[config.mk]
export PLATFORM = sky130hd
export DESIGN_NAME = sgm_ctrl
export DESIGN_NICKNAME = d
export VERILOG_FILES = /design/src/sgm_pkg.sv /design/src/sgm_ctrl.sv
export SDC_FILE = /design/constraint.sdc
export NUM_CORES = 1
export LEC_CHECK = 0
export ABC_CLOCK_PERIOD_IN_PS = 3050
export BUFFER_PORTS_ARGS = -buffer_cell sky130_fd_sc_hd__buf_2
export CAP_MARGIN = 15
export CORE_AREA = 5 5 42 44
export DETAILED_ROUTE_END_ITERATION = 8
export DIE_AREA = 0 0 47 49
export GPL_ROUTABILITY_DRIVEN = 0
export PLACE_DENSITY = 0.58
export SETUP_SLACK_MARGIN = 0.05
export SLEW_MARGIN = 20
export SYNTH_ARGS = -nofsm -noshare
export SYNTH_HDL_FRONTEND = slang
export SYNTH_SLANG_ARGS = --single-unit
[constraint.sdc]
create_clock -name clk -period 3.05 [get_ports clk]
set_clock_uncertainty 0.1 [all_clocks]
set_input_delay 0.61 -clock clk [delete_from_list [all_inputs] [get_ports clk]]
set_output_delay 0.61 -clock clk [all_outputs]
set_load 0.02 [all_outputs]
[src/sgm_pkg.sv]
// Shared types and constants of the Sobel gradient magnitude core.
// Used by the controller, the datapath and the top level.
package sgm_pkg;

  localparam int MAX_WIDTH_DEF = 4096;
  localparam int MAX_HEIGHT    = 4096;
  localparam int RESET_WIDTH   = 640;
  localparam int RESET_HEIGHT  = 480;
  localparam int PIX_W         = 8;
  localparam int CFG_W         = 13;
  localparam int CFG_IDX_W     = 1;
  localparam int ROW_W         = 12;
  localparam int COL_W         = 12;
  localparam int MAG_W         = 11;
  localparam int GRAD_W        = 11;
  localparam int SUM_W         = 21;
  localparam int OUT_DATA_W    = 40;

  typedef enum logic [CFG_IDX_W-1:0] {
    REG_FRAME_WIDTH  = 1'b0,
    REG_FRAME_HEIGHT = 1'b1
  } cfg_reg_t;

  typedef struct packed {
    logic rd;
    logic step;
    logic sq_x;
    logic sq_y;
    logic root;
    logic load_out;
  } sgm_cmd_t;

  typedef struct packed {
    logic interior;
    logic root_last;
    logic out_free;
  } sgm_sts_t;

endpackage

[src/sgm_ctrl.sv]
// Controller state machine of the Sobel core: sequences read, gradient,
// squaring, square root and result hand-off. Depends on sgm_pkg.
module sgm_ctrl (
  input  logic              clk,
  input  logic              rst_n,
  input  logic              in_tvalid,
  output logic              in_tready,
  input  sgm_pkg::sgm_sts_t sts,
  output sgm_pkg::sgm_cmd_t cmd
);
  import sgm_pkg::*;

  typedef enum logic [5:0] {
    ST_IDLE = 6'b000001,
    ST_READ = 6'b000010,
    ST_SQX  = 6'b000100,
    ST_SQY  = 6'b001000,
    ST_ROOT = 6'b010000,
    ST_DONE = 6'b100000
  } state_t;

  state_t state_r;
  state_t state_nxt;

  always_comb begin
    state_nxt = state_r;
    unique case (state_r)
      ST_IDLE: begin
        if (in_tvalid) state_nxt = ST_READ;
      end
      ST_READ: begin
        state_nxt = sts.interior ? ST_SQX : ST_IDLE;
      end
      ST_SQX:  state_nxt = ST_SQY;
      ST_SQY:  state_nxt = ST_ROOT;
      ST_ROOT: begin
        if (sts.root_last) state_nxt = ST_DONE;
      end
      ST_DONE: begin
        if (sts.out_free) state_nxt = ST_IDLE;
      end
      default: state_nxt = ST_IDLE;
    endcase
  end

  always_ff @(posedge clk) begin
    if (!rst_n) begin
      state_r <= ST_IDLE;
    end else begin
      state_r <= state_nxt;
    end
  end

  assign in_tready    = (state_r == ST_IDLE);
  assign cmd.rd       = (state_r == ST_IDLE) && in_tvalid;
  assign cmd.step     = (state_r == ST_READ);
  assign cmd.sq_x     = (state_r == ST_SQX);
  assign cmd.sq_y     = (state_r == ST_SQY);
  assign cmd.root     = (state_r == ST_ROOT);
  assign cmd.load_out = (state_r == ST_DONE) && sts.out_free;

endmodule

### Word-level counts from Yosys, hierarchy flattened

Cells that the tools add are included.

| operators by class | value |
|---|---|
| equal/unequal tests | 9 |
| multiplexer cells | 5 |
| reduce and logical (&&, ||, !) cells | 3 |

Operators with widths:

| cell | count |
|---|---|
| 6-bit case mux with 6 select lines | 1 |
| 6-bit 2-to-1 mux | 3 |
| 6-bit by 1-bit == test with 1-bit output (second input constant) | 1 |
| 6-bit by 2-bit == test with 1-bit output (second input constant) | 1 |
| 6-bit by 3-bit == test with 1-bit output (second input constant) | 1 |
| 6-bit by 4-bit == test with 1-bit output (second input constant) | 1 |
| 6-bit by 5-bit == test with 1-bit output (second input constant) | 1 |
| 6-bit == test (second input constant) | 1 |
| 2-bit inequality test (second input constant) | 3 |
| 3-bit 2-to-1 mux | 1 |
| 3-bit AND reduction | 1 |
| 1-bit logical AND | 2 |

| word-level totals | value |
|---|---|
| bits in registers | 6 |
| bits of input ports | 6 |
| output and inout port bits | 7 |
| logic and storage cells | 18 |

### Logic depth before layout (Yosys ltp)

| depth | value |
|---|---|
| depth in word-level cells | 3 |
| mapped depth | 5 |
| gate-level depth less buffers | 5 |

### Least setup slack after synthesis

OpenSTA, ideal clock, no wires.

| timing path | value |
|---|---|
| path type | register to output |
| start point | register state_r[1] |
| end point | output cmd[5] (netlist bit) |
| arrival time | 1.135 ns |
| data required time | 2.340 ns |
| setup slack | 1.205 ns |
| stages on the path, launching flop included | 5 |
| path buffers | 0 |
| cell sequence | dfxtp_1 nor3_4 nand3_1 inv_1 and2_1 |

RTL lines:

| element | RTL line | source |
|---|---|---|
| start: declaration | sgm_ctrl.sv:22 | `state_t state_r;` |
| start signal: assignment | sgm_ctrl.sv:50 | `state_r <= state_nxt;` |
| end: declaration | sgm_ctrl.sv:9 | `output sgm_pkg::sgm_cmd_t cmd` |

==> implementation parameters <==
Parameter                              Value

Outcome
  Run status ... finished clean

GRT
  Antenna violations before repair ... 0
  Vias in the first global route ... between 300 and 400
  Global route overflow ... 0
  Wire length of the first global-routing pass ... 1.21 mm
  Pin count of the biggest net entering global routing ... 7
  GRT Util Overall ... 0.0732

Layout
  Commonest cells after routing, fill and taps aside ... sky130_fd_sc_hd__buf_2, sky130_fd_sc_hd__dfxtp_1, sky130_fd_sc_hd__nor2_1, sky130_fd_sc_hd__inv_1
  Number of nets in the layout ... 62
  Diode insertion count for antenna repair ... 0
  Largest registers ... state_r (6)
  Flip-flop count of the largest register, all copies and words added ... 6
  Area Overhead vs Synth ... 28.2%
  Post-layout util ... 0.333
  Finished Layout Cells ... 70
  Most common cell after layout, fill and taps aside ... sky130_fd_sc_hd__buf_2
  Share of cells above drive strength 1 ... 0.481
  Largest register by flop count ... state_r

Detailed routing
  Post-Route WL ... 732 um
  Detail-routed net length per standard cell ... 10.5 um
  Mean number of vias per cell ... 4.87
  Via count ... roughly 340
  Starting DRT DRC Count ... 3
  DRC viols ... 0
  Final ANT Viol Nets ... 0
  DRT Pass-1 Iters ... 2

STA
  RSZ-0062 raised after global routing ... false
  Final setup violation count ... 0
  Final hold viol count ... 0
  Post-route fraction of the period consumed by the critical path ... 0.681
  Final critical-path required period ... roughly 2.1 ns
  Worst slew margin relative to its limit ... 0.733
  Actual slew at the worst max-slew pin ... 0.397 ns
  Final Max Slew Viols ... 0
  Timing-limited maximum frequency ... 481 MHz
  Total negative slack ... 0 ns
  Hold WS ... 0.488 ns

Power
  Maximum VDD drop ... between 300 and 400 uV
  Leak pwr ... 0.235 nW
  Power per cell area ... 798 mW/mm2

Floorplanning
  Core Rows ... 14
  Area inside the core boundary ... 0.00140 mm2
  I/O Pins ... 13
  Floorplan die width ... 47 um
  Total die area ... 0.00230 mm2
  Initial Util ... 0.260
  Vertical extent of the die ... about 50 um

Clocking
  CTS sink cnt ... 6
  Total of hold buffers inserted after clock tree synthesis ... 0
  Largest buffer count on any clock path ... 2
  Cts bufs inserted ... 3
  Register clock-pin slew on the reported worst setup and hold paths ... 0.04 ns
  Insertion delay of the later-clocked pin in the worst-skew pair ... 0.23 ns
  Post-CTS setup buffer count ... 0
  Number of levels in the clock H-tree ... 1
  CTS root buf ... sky130_fd_sc_hd__clkbuf_4
  Clock tree from TritonCTS ... done
  Post-CTS sizing ... 0

Yosys
  Number of warning messages in the yosys log ... 0
  Part of the Yosys area used for sequential elements ... 0.330
  Total nets after synthesis ... 45
  Syn Area/Cell ... a little over 9 um2
  Distinct cell type count of the synthesized netlist ... 22
  Mapped Cells ... 39
  Number of storage elements in the synthesis netlist ... 6
  Netlist Area Pre-Place ... 364 um2

Critical path
  Start point of the critical path ... state_r[3]$_SDFFE_PN0P_
  Crit path required time ... roughly 2.3 ns
  Peak per-stage delay on the critical path ... around 0.34 ns
  Critical-path top delay cell ... sky130_fd_sc_hd__dfxtp_1
  Worst r2r src ... state_r[3]$_SDFFE_PN0P_
  Critical-path maximum fanout ... 6
  Arrival time at the worst endpoint ... 1.37 ns
  CP Launch Type ... flop
  Type of element capturing the critical path ... output port
  CP Cell Sequence ... nor3_2 -> and4bb_2 -> buf_2
  Path type of the worst setup path ... flop to output port

Flow run
  Max Cap Viol ... 0

Place
  DP HPWL ... around 620 um
  Count of input and output buffers ... 12
  Placed Cells ... 67

Hold path
  Critical hold path startpoint ... state_r[3]$_SDFFE_PN0P_
  Path type of the worst min-delay path ... flop to flop
==> metal layers <==
layer,global-route usage,share of wire
met1,0.0967,0.47
met2,0.0950,0.43
met3,0.0221,0.072
met4,0.0553,0.023
met5,0,0
==> worst max-delay path: cells and delay by family (launching register included) <==
family	cells	cell delay [ns]
buf+inv	1	0.17
flops	1	0.34
simple gates	2	0.62
==> where the power goes <==
| part | total, mW | internal (mW) | switching [mW] |
|---|---|---|---|
| Sequential | 0.122 | 0.0954 | 0.0270 |
| Combinational | 0.182 | 0.0871 | 0.0949 |
| Clock | 0.0680 | 0.0442 | 0.0238 |
==> through the flow <==
| step | cell area [um2] | setup slack, ns | power [mW] |
|---|---|---|---|
| 2_1_floorplan | 364 | 1.20 | 0.263 |
| 3_3_place_gp | 444 | 1.23 | 0.308 |
| 3_5_place_dp | 444 | 1.20 | 0.308 |
| 4_1_cts | 467 | 0.955 | 0.379 |
| 5_1_grt | 467 | 0.831 | 0.409 |
| 6_report | 467 | 0.972 | 0.372 |
==> synthesized netlist by cell type, drive strengths merged <==
master,instances,area share
and3,3,0.058
o221a,1,0.055
a31o,1,0.024
o21ai,2,0.027
a21o,1,0.024
nand4b,2,0.048
and4,1,0.027
nor2,4,0.041
nand3,3,0.041
dfxtp,6,0.33
a21oi,1,0.014
nand2,1,0.010
o211ai,1,0.021
nand3b,1,0.021
xor2,1,0.024
nor3,2,0.072
and4bb,2,0.069
inv,4,0.041
a211oi,1,0.034
and2,1,0.017
==> cell families (layout without fill, tap and decap cells) <==
kind of cell	count (synthesis)	in the layout	share of synthesized area
AND/OR/NAND/NOR	20	20	0.405
AO/OA/AOI/OAI	8	8	0.199
flip-flops	6	6	0.330
buffers and inverters	4	19	0.0412
XOR/XNOR	1	1	0.0241
==> path summary, 6_finish.rpt <==
check | endpoint | slack (ns) | depth (start not counted)
worst max-delay path | cmd[3] | 0.97 | 3
worst min-delay path | state_r[4]$_SDFFE_PN0P_ | 0.49 | 2
worst max register to register | state_r[1]$_SDFFE_PN0P_ | 1.53 | 4
worst min register to register | state_r[4]$_SDFFE_PN0P_ | 0.49 | 2
==> layout make-up <==
class                      instances  area (um2)
clock buffer                       3        22.5
inverter                           4        15.0
tap                               16        20.0
fill                             158         935
timing repair buffer              12        60.1
multi-input combinational         29         229
sequential                         6         120
No activity file was read; power rests on OpenSTA's default activity.
